**config.mk**
```make
export PLATFORM = sky130hd
export DESIGN_NAME = sfy_rng
export DESIGN_NICKNAME = d
export VERILOG_FILES = /design/src/hdl/sfy_pkg.sv /design/src/hdl/sfy_rng.sv
export SDC_FILE = /design/constraint.sdc
export NUM_CORES = 2
export LEC_CHECK = 0
export BUFFER_PORTS_ARGS = -buffer_cell sky130_fd_sc_hd__buf_2
export CAP_MARGIN = 20
export CORE_MARGIN = 1.5
export CORE_UTILIZATION = 40
export DETAILED_ROUTE_END_ITERATION = 10
export PLACE_DENSITY = 0.6
export SKIP_CTS_REPAIR_TIMING = 1
export SYNTH_ARGS = -nofsm -noshare
export SYNTH_HDL_FRONTEND = slang
export SYNTH_SLANG_ARGS = --single-unit
```
**constraint.sdc**
```tcl
create_clock -name clk_i -period 19.9 [get_ports clk_i]
set_clock_uncertainty 0.1 [all_clocks]
set_input_delay 3.98 -clock clk_i [delete_from_list [all_inputs] [get_ports clk_i]]
set_output_delay 3.98 -clock clk_i [all_outputs]
set_load 0.02 [all_outputs]
```
**src/hdl/sfy_pkg.sv**
```systemverilog
// Shared constants, types and the generator step function for the shuffle unit.
// No dependencies; imported by the generator, remainder, top-level and testbench files.
package sfy_pkg;

  localparam logic [63:0] SEED_RESET = 64'h0123_4567_89ab_cdef;
  localparam logic [63:0] STAR_MULT  = 64'd2685821657736338717;
  localparam int unsigned XS_SHR_A   = 12;
  localparam int unsigned XS_SHL     = 25;
  localparam int unsigned XS_SHR_B   = 27;

  // Configuration register indexes (byte address bit 3 with 8-byte registers)
  localparam logic [0:0] REG_SEED = 1'b0;
  localparam int unsigned PADDR_W = 4;

  // Requests from the sequencer to the generator
  typedef struct packed {
    logic load;   // reload state from the seed register
    logic step;   // advance once and form a new draw
  } rng_req_t;

  // One xorshift64 state update
  function automatic logic [63:0] xs_next(input logic [63:0] s);
    logic [63:0] x;
    x = s;
    x = x ^ (x >> XS_SHR_A);
    x = x ^ (x << XS_SHL);
    x = x ^ (x >> XS_SHR_B);
    return x;
  endfunction

endpackage

```
**src/hdl/sfy_rng.sv**
```systemverilog
// xorshift64* generator: state register plus a shared 32x32 multiplier that
// forms the low 64 bits of the star product over the LL, LH, HL and SUM phases. Uses sfy_pkg.
module sfy_rng
  import sfy_pkg::*;
(
  input  logic        clk_i,
  input  logic        rst_ni,
  input  rng_req_t    req_i,
  input  logic [63:0] seed_i,
  output logic [63:0] draw_o,
  output logic        draw_valid_o
);

  localparam logic [2:0] PH_IDLE = 3'd0;
  localparam logic [2:0] PH_LL   = 3'd1;
  localparam logic [2:0] PH_LH   = 3'd2;
  localparam logic [2:0] PH_HL   = 3'd3;
  localparam logic [2:0] PH_SUM  = 3'd4;

  logic [2:0]  phase_q, phase_d;
  logic [63:0] state_q, a_q, prod_q, acc_q;
  logic        valid_q;
  logic [31:0] mul_a, mul_b;
  logic [63:0] mul_p;

  always_comb begin
    case (phase_q)
      PH_LL: begin
        mul_a = a_q[31:0];
        mul_b = STAR_MULT[31:0];
      end
      PH_LH: begin
        mul_a = a_q[31:0];
        mul_b = STAR_MULT[63:32];
      end
      default: begin
        mul_a = a_q[63:32];
        mul_b = STAR_MULT[31:0];
      end
    endcase
  end

  assign mul_p = {32'd0, mul_a} * {32'd0, mul_b};

  always_comb begin
    case (phase_q)
      PH_IDLE: phase_d = req_i.step ? PH_LL : PH_IDLE;
      PH_LL:   phase_d = PH_LH;
      PH_LH:   phase_d = PH_HL;
      PH_HL:   phase_d = PH_SUM;
      default: phase_d = PH_IDLE;
    endcase
  end

  always_ff @(posedge clk_i or negedge rst_ni) begin
    if (!rst_ni) begin
      phase_q <= PH_IDLE;
      valid_q <= 1'b0;
      state_q <= SEED_RESET;
    end else begin
      phase_q <= phase_d;
      valid_q <= (phase_q == PH_SUM);
      if (req_i.load) begin
        state_q <= seed_i;
      end else if (req_i.step && phase_q == PH_IDLE) begin
        state_q <= xs_next(state_q);
      end
    end
  end

  always_ff @(posedge clk_i) begin
    case (phase_q)
      PH_IDLE: begin
        if (req_i.step) begin
          a_q <= xs_next(state_q);
        end
      end
      PH_LL: prod_q <= mul_p;
      PH_LH: begin
        acc_q  <= prod_q;
        prod_q <= mul_p;
      end
      PH_HL: begin
        acc_q[63:32] <= acc_q[63:32] + prod_q[31:0];
        prod_q       <= mul_p;
      end
      PH_SUM: acc_q[63:32] <= acc_q[63:32] + prod_q[31:0];
      default: ;
    endcase
  end

  assign draw_o       = acc_q;
  assign draw_valid_o = valid_q;

endmodule

```
==> results.toml <==
[synth]
ys_warn_count = 0
syn_inst = 3517
ys_ff_latch = 260
netlist_top_cells_area = "fa_1 (32%), edfxtp_1 (16%), ha_1 (15%)"
yosysTopAreaCell = "fa_1"
synth_top_area_share_pct = 32.2
async_flop_share_pct = 26.2
synth_cell_type_count = 78
ys.flop_type = "edfxtp_1"
ys_seq_area_share_pct = 20.9
syn_area_sq_mm = 0.0360
syn_avg_cell_area_sq_um = 10.2
synth-edff-count = 192

[setup_path]
crit_path_end_kind = "register"
critical_path_class = "register to register"
reg2reg_slack_ns = 9.90
cp_common_cell = "fa_1"
max_stage_delay_ns = 0.81
crit_arrival_ns = 10.22
r2r_start = "phase_q[1]$_DFF_PN0_"
cp-startpoint = "phase_q[1]$_DFF_PN0_"
slowest_stage = "clkinv_1"
cp.required_ns = 20.12
worstPathMaxFanout = 33
critPathLaunchType = "register"

[timing]
relSlewSlack_pct = 28.0
worstMarginPinSlew_ns = 1.08
hold_violations = 0
finalSetupViolations = 0
finalCritPeriodShare_pct = 50.2
rsz0062_at_grt = "false"
slew_violations = 0
period_minus_slack_ns = 10.0
tns_ns = 0
fmax_mhz = 100

[route]
drc_errors = 0
dr_total_vias = 24400
wirelength_mm = 99.7
routed_via_density = 5.01
routedWlPerCell_um = 20.5
dr.pass1.iters = 5
antenna_left = 0
drt-initial-drc-count = 1939

[global_route]
antenna_found_initial = 3
grt-ovfl-total = 0
grt_max_degree = 129
grt_usage_pct = 21.9
first_global_vias = 24700
grt_pass1_wl_mm = 150

[cells_and_area]
drive_gt1_share_pct = 7.91
syn2layout_area_growth_pct = 8.98
final_nets = 4748
fillCellCount = 8597
insertedDiodeCount = 0

[placement]
globalplace.congestion = 0.961
portBuffers = 132
hpwl_mm = 85.3

[clock_network]
ctsHtreeMaxLevel = 1
clk_pin_slew_ns = 0.06
root_buffer = "clkbuf_16"
numCtsBuffers = 29
cts_tree = "yes"
clock_sink_count = 260
clock_latency_ns = 0.57
clk_path_buf_depth = 3

[die]
ioPinCount = 133
initial_utilization_pct = 40.6
placementRows = 109
dieArea_sq_mm = 0.0918
dieWidth_um = 303
die_y_um = 303
design.core.area_sq_mm = 0.0888

[worst_hold_path]
holdCritStartpoint = "prod_q[1]$_DFFE_PP_"
holdCritPathClass = "register to register"

[run_status]
status = "completed"

[job]
drv_cap = 0
==> per-stage QoR <==
| stage | setup slack, ns | instances | hold slack (ns) | utilization (%) | instance area [sq um] |
|---|---|---|---|---|---|
| finish | 9.90 | 4870 | 0.396 | 44.2 | 39200 |
| global route | 9.46 | 4870 | 0.425 | 44.2 | 39200 |
| detailed placement | 9.91 | 4815 | 0.375 | 43.1 | 38200 |
| global placement | 10.04 | 4814 | 0.377 | 43.1 | 38200 |
| floorplan | 10.62 | 3574 | 0.331 | - | 36200 |
| CTS | 9.90 | 4868 | 0.394 | 44.2 | 39200 |
==> worst max-delay path, delay by kind of cell, from the launching register on <==
family / cells / cell delay [ns]
XOR/XNOR: 2 / 0.25
flip-flops: 1 / 0.41
AO/OA/AOI/OAI: 9 / 1.99
multiplexers: 1 / 0.74
adder cells (fa/ha/maj): 9 / 4.05
buffers and inverters: 8 / 1.66
AND/OR/NAND/NOR: 3 / 0.50
==> layer usage <==
metal | track usage [%] | part of all wire (%) | vias up
met3 | 2.77 | 6.0 | 114
met2 | 36.2 | 48 | 745
met4 | 5.11 | 2.6 | 4
met1 | 30.7 | 44 | 12200
li1 | - | - | 11300
met5 | 0 | 0.027 | -
==> layout make-up <==
class	count	area [sq um]	share of cell area [%]
Inverter	841	3160	8.05
Clock buffer	32	737	1.88
Tap cell	1165	1460	3.71
Sequential cell	260	7510	19.1
Multi-Input combinational cell	2391	25300	64.4
Timing Repair Buffer	160	888	2.26
Clock inverter	21	236	0.603
==> synthesized netlist by cell type (all sizes together), types with 9 or more instances <==
cell	n
nor3	20
dfrtp	36
xnor2	173
a31oi	11
nand2	242
mux2	14
dfstp	32
fa	579
xor2	77
nand2b	16
buf	23
or2	15
a211oi	13
clkbuf	59
nand4	16
edfxtp	192
o21ai	164
inv	839
mux2i	73
o21bai	19
and3	9
nand3	15
a21o	56
and2	9
a21oi	129
nor2	179
ha	418
o31ai	11
==> logic make-up (layout without fill, tap and decap cells) <==
family | after synthesis | count (layout) | share of synthesized area [%]
buffers and inverters | 923 | 1054 | 9.67
AO/OA/AOI/OAI | 450 | 450 | 7.60
multiplexers | 87 | 87 | 2.48
AND/OR/NAND/NOR | 548 | 548 | 6.58
XOR/XNOR | 250 | 250 | 6.08
flip-flops | 260 | 260 | 20.9
other | 2 | 59 | 0.0209
adder cells (fa/ha/maj) | 997 | 997 | 46.7
==> registers in the layout, indices dropped and copies added, names as in the netlist <==
| name | cells |
|---|---|
| state_q | 64 |
| phase_q | 3 |
| draw_o | 64 |
| draw_valid_o | 1 |
| a_q | 64 |
| prod_q | 64 |
==> final timing paths <==
| path | to | depth (start not counted) |
|---|---|---|
| max in group asynchronous | state_q[26]$_DFFE_PN0P_ | 2 |
| max | prod_q[56]$_DFFE_PP_ | 32 |
| min | draw_o[1]$_DFFE_PN_ | 0 |
| min in group asynchronous | state_q[4]$_DFFE_PN0P_ | 2 |
| max reg2reg | prod_q[56]$_DFFE_PP_ | 32 |
| min reg2reg | draw_o[1]$_DFFE_PN_ | 0 |
==> cells in the final DEF (no fill, tap or decap), types with 16 or more instances in the layout <==
| cell | n |
|---|---|
| mux2i_1 | 70 |
| a21oi_1 | 129 |
| nor3_1 | 20 |
| nand4_1 | 16 |
| nand2_1 | 242 |
| nor2_1 | 176 |
| clkbuf_16 | 29 |
| buf_4 | 26 |
| fa_1 | 579 |
| o21bai_1 | 19 |
| o21ai_0 | 148 |
| edfxtp_1 | 192 |
| xnor2_1 | 173 |
| xor2_1 | 77 |
| a21o_1 | 56 |
| nand2b_1 | 16 |
| conb_1 | 59 |
| buf_2 | 132 |
| dfrtp_1 | 36 |
| ha_1 | 418 |
| inv_1 | 832 |
| dfstp_2 | 32 |
Power is not shown: default switching activity piles up to over one toggle a cycle in this logic, so the estimate is an artifact.
