<file path="config.mk">
export PLATFORM = sky130hd
export DESIGN_NAME = sfy_mod
export DESIGN_NICKNAME = d
export VERILOG_FILES = /design/src/hdl/sfy_pkg.sv /design/src/hdl/sfy_mod.sv
export SDC_FILE = /design/constraint.sdc
export NUM_CORES = 1
export LEC_CHECK = 0
export BUFFER_PORTS_ARGS = -buffer_cell sky130_fd_sc_hd__buf_2
export CAP_MARGIN = 20
export CORE_MARGIN = 2
export CORE_UTILIZATION = 59
export DETAILED_ROUTE_END_ITERATION = 7
export GPL_TIMING_DRIVEN = 0
export PLACE_DENSITY = 0.95
export SLEW_MARGIN = 30
export SYNTH_ARGS = -nofsm -noshare
export SYNTH_HDL_FRONTEND = slang
export SYNTH_SLANG_ARGS = --single-unit
</file>
<file path="constraint.sdc">
create_clock -name clk_i -period 5.3 [get_ports clk_i]
set_clock_uncertainty 0.15 [all_clocks]
set_input_delay 0.795 -clock clk_i [delete_from_list [all_inputs] [get_ports clk_i]]
set_output_delay 0.795 -clock clk_i [all_outputs]
set_load 0.05 [all_outputs]
</file>
<file path="src/hdl/sfy_pkg.sv">
// Shared constants, types and the generator step function for the shuffle unit.
// No dependencies; imported by the generator, remainder, top-level and testbench files.
package sfy_pkg;

  localparam logic [63:0] SEED_RESET = 64'h0123_4567_89ab_cdef;
  localparam logic [63:0] STAR_MULT  = 64'd2685821657736338717;
  localparam int unsigned XS_SHR_A   = 12;
  localparam int unsigned XS_SHL     = 25;
  localparam int unsigned XS_SHR_B   = 27;

  // Configuration register indexes (byte address bit 3 with 8-byte registers)
  localparam logic [0:0] REG_SEED = 1'b0;
  localparam int unsigned PADDR_W = 4;

  // Requests from the sequencer to the generator
  typedef struct packed {
    logic load;   // reload state from the seed register
    logic step;   // advance once and form a new draw
  } rng_req_t;

  // One xorshift64 state update
  function automatic logic [63:0] xs_next(input logic [63:0] s);
    logic [63:0] x;
    x = s;
    x = x ^ (x >> XS_SHR_A);
    x = x ^ (x << XS_SHL);
    x = x ^ (x >> XS_SHR_B);
    return x;
  endfunction

endpackage

</file>
<file path="src/hdl/sfy_mod.sv">
// Restoring remainder unit: 64-bit dividend modulo a narrow divisor, one
// dividend bit per cycle. Uses sfy_pkg for the shared import convention.
module sfy_mod
  import sfy_pkg::*;
#(
  parameter int unsigned DivW = 7
) (
  input  logic            clk_i,
  input  logic            rst_ni,
  input  logic            start_i,
  input  logic [63:0]     dividend_i,
  input  logic [DivW-1:0] divisor_i,
  output logic            done_o,
  output logic [DivW-1:0] rem_o
);

  logic            busy_q, done_q;
  logic [5:0]      cnt_q;
  logic [63:0]     dvd_q;
  logic [DivW-1:0] div_q, rem_q;
  logic [DivW:0]   shifted;
  logic [DivW:0]   diff;

  assign shifted = {rem_q, dvd_q[63]};
  assign diff    = shifted - {1'b0, div_q};

  always_ff @(posedge clk_i or negedge rst_ni) begin
    if (!rst_ni) begin
      busy_q <= 1'b0;
      done_q <= 1'b0;
      cnt_q  <= '0;
    end else begin
      done_q <= 1'b0;
      if (start_i) begin
        busy_q <= 1'b1;
        cnt_q  <= '0;
      end else if (busy_q) begin
        cnt_q <= cnt_q + 6'd1;
        if (cnt_q == 6'd63) begin
          busy_q <= 1'b0;
          done_q <= 1'b1;
        end
      end
    end
  end

  always_ff @(posedge clk_i) begin
    if (start_i) begin
      dvd_q <= dividend_i;
      div_q <= divisor_i;
      rem_q <= '0;
    end else if (busy_q) begin
      dvd_q <= {dvd_q[62:0], 1'b0};
      // keep the partial remainder below the divisor
      if (shifted >= {1'b0, div_q}) begin
        rem_q <= diff[DivW-1:0];
      end else begin
        rem_q <= shifted[DivW-1:0];
      end
    end
  end

  assign done_o = done_q;
  assign rem_o  = rem_q;

endmodule

</file>
==> results.toml, run 1 <==
[synth]
async_reset_ff_frac = 0.0930
netlist_area_um2 = 3990
synth_cells = 271
synth_nets = 354
synth_edf_count = 71
synthFlopType = "edfxtp_1"
synth.distinct_cells = 45
ys_seq_elements = 86
yosys_warnings = 0
synth.avg_cell_area_um2 = 14.7
yosysSeqAreaShare = 0.620

[route]
drc = 0
vias_per_cell = 5.69
vias = 2538
finalWirelength_mm = 7.57
wl_per_cell_um = 17.0
drt_iter0_drc = 128
first_pass_iters = 4
drtAntennaViolNets = 0

[critical_path]
slowest_stage = "a211oi_1"
rrSetupSlack_ns = 2.74
cp.required_ns = 5.39
worstPathMaxFanout = 9
cp-start-kind = "flip-flop"
critPathMaxStageDelay_ns = 0.46
endpoint_kind = "flip-flop"
critical_path.cell_chain = "inv_1, ha_1, inv_1, fa_1, a211oi_1, or3_1, buf_6, a311oi_1, a311oi_1"
arrival_ns = 2.65
critPathKind = "flip-flop to flip-flop"

[grt]
grt_pass1_wl_mm = 12.4
grt_usage = 0.217
grt-ovfl-total = 0
grt_max_degree = 39
grt_pass1_vias = 2630
antenna_found_initial = 0

[cells_and_area]
fillers = 444
drive_above_1_share = 0.447
final_cells = 446
finalNetCount = 447
syn2layout_area_growth_pct = 17.5
final_cell_mix = "81 x buf_2, 71 x edfxtp_1, 63 x mux2_2"
final_common_cell = "buf_2"
antenna_cells = 0

[power_and_ir_drop]
p_per_area_nw_per_um2 = 377
total_power_uw = 1760
power_leakage_uw = 0.00192
ir_drop_mv = 0.257

[sta]
period_share = 0.482
setup_viol = 0
tightest_slew_ns = 0.560
rsz0062_at_grt = "false"
finalSetupTns_ns = 0
slew_headroom = 0.626
clock.fmax_mhz = 391
final_max_slew_viol_count = 0
hold_violations = 0
period_minus_slack_ns = 2.56

[outcome]
status = "complete, no violations"

[die]
die_w_um = 86.2
die_area_um2 = 7430
num_rows = 29
io_pins = 82
initial_utilization = 0.617
die_h_um = 86.2
coreArea_um2 = 6460

[cts]
clkTransAtPathRegs_ns = 0.09
cts_setup_buffers = 0
clock_tree.root_cell = "clkbuf_8"
clk_latency_ns = 0.34
cts_tree = "yes"
ctsHoldBuffers = 0
clk_path_buf_depth = 2
htree_num_levels = 3
clkSinkCount = 86
cts_inserted_buffers = 9
cts_resized = 0

[flow_run]
maxCapViolCount = 0

[placement]
gp_congestion = 0.858
dpl.cell_count = 430
io_buffers = 81
dp_hpwl_mm = 5.32

[min_path]
hold_class = "primary input to asynchronous set/reset pin"
## worst max-delay path: cells and delay by family (launching register included)
family	cells	cell delay, ns
AND/OR/NAND/NOR	1	0.20
buffers and inverters	3	0.29
adder cells (fa/ha/maj)	2	0.58
AO/OA/AOI/OAI	3	0.87
flip-flops	1	0.38
## area by class of cell
type | instances | area (um^2) | area share
clock inverters | 7 | 48.8 | 0.0104
repair buffers | 82 | 425 | 0.0908
plain buffers | 13 | 56.3 | 0.0120
multi-input cells | 160 | 1420 | 0.302
inverters | 12 | 45.0 | 0.00962
flip-flops and latches | 86 | 2470 | 0.528
clock buffers | 9 | 124 | 0.0264
well taps | 77 | 96.3 | 0.0206
## layer usage
| metal | part of all wire | wire length (um) | track usage | vias up |
|---|---|---|---|---|
| li1 | - | - | - | 1220 |
| met3 | 0.060 | 451 | 0.0562 | 13 |
| met4 | 0.014 | 109 | 0.0824 | 0 |
| met1 | 0.42 | 3200 | 0.280 | 1233 |
| met2 | 0.50 | 3810 | 0.357 | 72 |
| met5 | 0 | 0 | 0 | - |
## kinds of logic after synthesis
family / count (synthesis) / share of synthesized area
and+or+nand+nor: 47 / 0.0640
adders and majority gates: 9 / 0.0301
AOI/OAI and AO/OA: 33 / 0.0643
xor gates and xnor gates: 7 / 0.0154
muxes: 64 / 0.180
buffers and inverters: 25 / 0.0254
DFF: 86 / 0.620
## registers in the layout (all words and copies together), names as in the netlist
register,count
dvd_q,64
rem_o,7
div_q,7
cnt_q,6
busy_q,1
done_o,1
## power by group
| part | internal, uW | switching, uW |
|---|---|---|
| logic | 209 | 278 |
| clock network | 170 | 238 |
| registers | 820 | 46.8 |
## cells in the mapped netlist, drive strengths merged, types with 2 or more instances
library cell / instances / area share
o21ai: 5 / 0.0063
dfrtp: 8 / 0.050
o21a: 3 / 0.0056
nor3b: 8 / 0.015
o31ai: 2 / 0.0038
buf: 5 / 0.0066
o21bai: 2 / 0.0038
ha: 8 / 0.025
xor2: 4 / 0.0088
a311oi: 4 / 0.0088
nor3: 2 / 0.0025
a41oi: 4 / 0.0088
or3: 2 / 0.0031
a211oi: 4 / 0.0088
or2: 3 / 0.0047
inv: 12 / 0.011
edfxtp: 71 / 0.53
xnor2: 3 / 0.0066
nor2: 13 / 0.012
clkbuf: 8 / 0.0075
nand2: 8 / 0.0075
nand4: 3 / 0.0047
nor2b: 3 / 0.0047
dfxtp: 7 / 0.035
mux2: 63 / 0.18
## worst paths after layout
kind,from,endpoint,cells after the start
max,dvd_q[63],rem_o[1],9
min,rst_ni,cnt_q[5],1
max reg2reg,dvd_q[63],rem_o[1],9
min reg2reg,dvd_q[21],dvd_q[22],1
max in group asynchronous,rst_ni,cnt_q[2],1
min in group clk_i,dvd_q[21],dvd_q[22],1
## stage by stage
step           instance area (um^2)  utilization  setup WS, ns  hold slack (ns)
2_1_floorplan                  3990            -          2.83            0.349
3_3_place_gp                   4490        0.695          2.01            0.373
3_5_place_dp                   4510        0.698          2.49            0.384
4_1_cts                        4680        0.725          2.74            0.119
5_1_grt                        4680        0.725          2.60            0.121
6_report                       4680        0.725          2.74            0.123
Note: power is estimated with default switching activity, not from simulation.
==> run 2, diff against run 1 <==
--- a/config.mk
+++ b/config.mk
@@ -8,10 +8,10 @@
 export BUFFER_PORTS_ARGS = -buffer_cell sky130_fd_sc_hd__buf_2
 export CAP_MARGIN = 20
 export CORE_MARGIN = 2
-export CORE_UTILIZATION = 59
+export CORE_UTILIZATION = 55
 export DETAILED_ROUTE_END_ITERATION = 7
 export GPL_TIMING_DRIVEN = 0
-export PLACE_DENSITY = 0.95
+export PLACE_DENSITY = 0.92
 export SLEW_MARGIN = 30
 export SYNTH_ARGS = -nofsm -noshare
 export SYNTH_HDL_FRONTEND = slang
==> constraint.sdc (replaced) <==
create_clock -name clk_i -period 2.6 [get_ports clk_i]
set_clock_uncertainty 0.15 [all_clocks]
set_input_delay 0.39 -clock clk_i [delete_from_list [all_inputs] [get_ports clk_i]]
set_output_delay 0.39 -clock clk_i [all_outputs]
set_load 0.05 [all_outputs]
==> run 2 against run 1 <==
  * Final area up 1.1%
  * Non-clock buffer count rose by 1
  * Register-to-register slack worse by 2.5 ns
  * Critical path type unchanged
  * Die area rose by 6.9%
  * Wire length about the same
==> results.toml, run 2 (synthesis results as in run 1) <==
[outcome]
status = "complete, no violations"

[cts]
clkSinkCount = 86
clkTransAtPathRegs_ns = 0.09
clk_latency_ns = 0.35
cts_setup_buffers = 0
cts_inserted_buffers = 9
cts_tree = "yes"
htree_num_levels = 3
clk_path_buf_depth = 2
clock_tree.root_cell = "clkbuf_8"

[cells_and_area]
syn2layout_area_growth_pct = 18.7
finalNetCount = 448
antenna_cells = 0
drive_above_1_share = 0.449
final_cell_mix = "81 x buf_2, 71 x edfxtp_1, 63 x mux2_2"
largest_reg_flops = 64
final_common_cell = "buf_2"
regMostFlops = "dvd_q"

[min_path]
min_from = "divisor_i[2]"
hold_depth = 1
hold_class = "primary input to flip-flop"

[placement]
gp_congestion = 0.842
io_buffers = 81
dp_hpwl_mm = 5.36

[sta]
slew_headroom = 0.628
period_share = 0.900
period_minus_slack_ns = 2.34
setup_viol = 0
fin_hold_ws_ns = 0.0635
tightest_slew_ns = 0.556
clock.fmax_mhz = 427
hold_violations = 0
rsz0062_at_grt = "false"
final_max_slew_viol_count = 0

[critical_path]
worstPathMaxFanout = 9
arrival_ns = 2.44
cp-start-kind = "flip-flop"
crit_start = "dvd_q[63]"
critPathKind = "flip-flop to flip-flop"
cp.required_ns = 2.70
endpoint_kind = "flip-flop"
r2r_start = "dvd_q[63]"
reg2reg_depth = 9

[route]
highest_layer = "met4"
drt_iter0_drc = 119
wl_met3_um = 436
routedLengthMet1_mm = 3.35
route.met2.wl_mm = 3.70
drtAntennaViolNets = 0
first_pass_iters = 4
drc = 0
finalWirelength_mm = 7.58
vias_per_cell = 5.39
vias = 2529
wl_per_cell_um = 16.2

[power_and_ir_drop]
ir_drop_mv = 0.454
power_leakage_uw = 0.00193
p_per_area_nw_per_um2 = 763
total_power_uw = 3610

[die]
die_area_um2 = 7950
io_pins = 82
die_w_um = 89.1
coreArea_um2 = 7140
initial_utilization = 0.559
die_h_um = 89.1
num_rows = 31

[grt]
grt_pass1_vias = 2548
grt_max_degree = 52
grt_usage = 0.200
grt-ovfl-total = 0
antenna_found_initial = 0
grt_pass1_wl_mm = 11.9

[flow_run]
maxCapViolCount = 0
[run 2: cell type report]
type / instances / area, um^2
flip-flops and latches: 86 / 2470
fillers: 568 / 2400
multi-input cells: 160 / 1420
repair buffers: 83 / 443
clock buffers: 10 / 128
well taps: 99 / 124
plain buffers: 13 / 56.3
clock inverters: 6 / 45.0
inverters: 12 / 45.0
[run 2: stage by stage]
step | utilization | setup slack, ns | cells | TNS, ns | area, um^2
floorplan | - | 0.299 | 271 | 0 | 3990
global placement | 0.633 | -0.254 | 451 | -16.14 | 4520
detailed placement | 0.637 | 0.145 | 452 | 0 | 4550
CTS | 0.663 | 0.115 | 469 | 0 | 4730
global route | 0.663 | 0.130 | 469 | 0 | 4730
finish | 0.663 | 0.260 | 469 | 0 | 4730
[run 2: metal layers]
metal	up-vias	global-route usage
met5	-	0
met4	0	0.0706
met3	12	0.0582
met2	84	0.333
met1	1215	0.252
li1	1218	-
[run 2: final timing paths]
check | to | slack, ns
worst max-delay path | rem_o[1] | 0.26
worst min-delay path | div_q[2] | 0.06
worst max register to register | rem_o[1] | 0.26
worst min register to register | dvd_q[58] | 0.40
max in group asynchronous | busy_q | 1.86
min in group asynchronous | cnt_q[3] | 0.26
[run 2: worst max-delay path, cell delays in order, from the launching register on]
cell and delay [ns]:
edfxtp_1 0.38, inv_1 0.09, ha_1 0.16, inv_1 0.05, fa_1 0.41, a211oi_2 0.30, or3_1 0.18, buf_6 0.13
a311oi_1 0.09, a311oi_1 0.29
[run 2: report_power, final]
part	internal, uW	switching (uW)
Sequential	1670	95.3
Clock	354	494
Combinational	431	565
[run 2: repair_timing]
action                                 in CTS  in global routing
endpoints found under the hold margin       8                  0
hold buffers                                1                  0
gates resized for setup                     0                  1
setup endpoints to repair                   0                  4
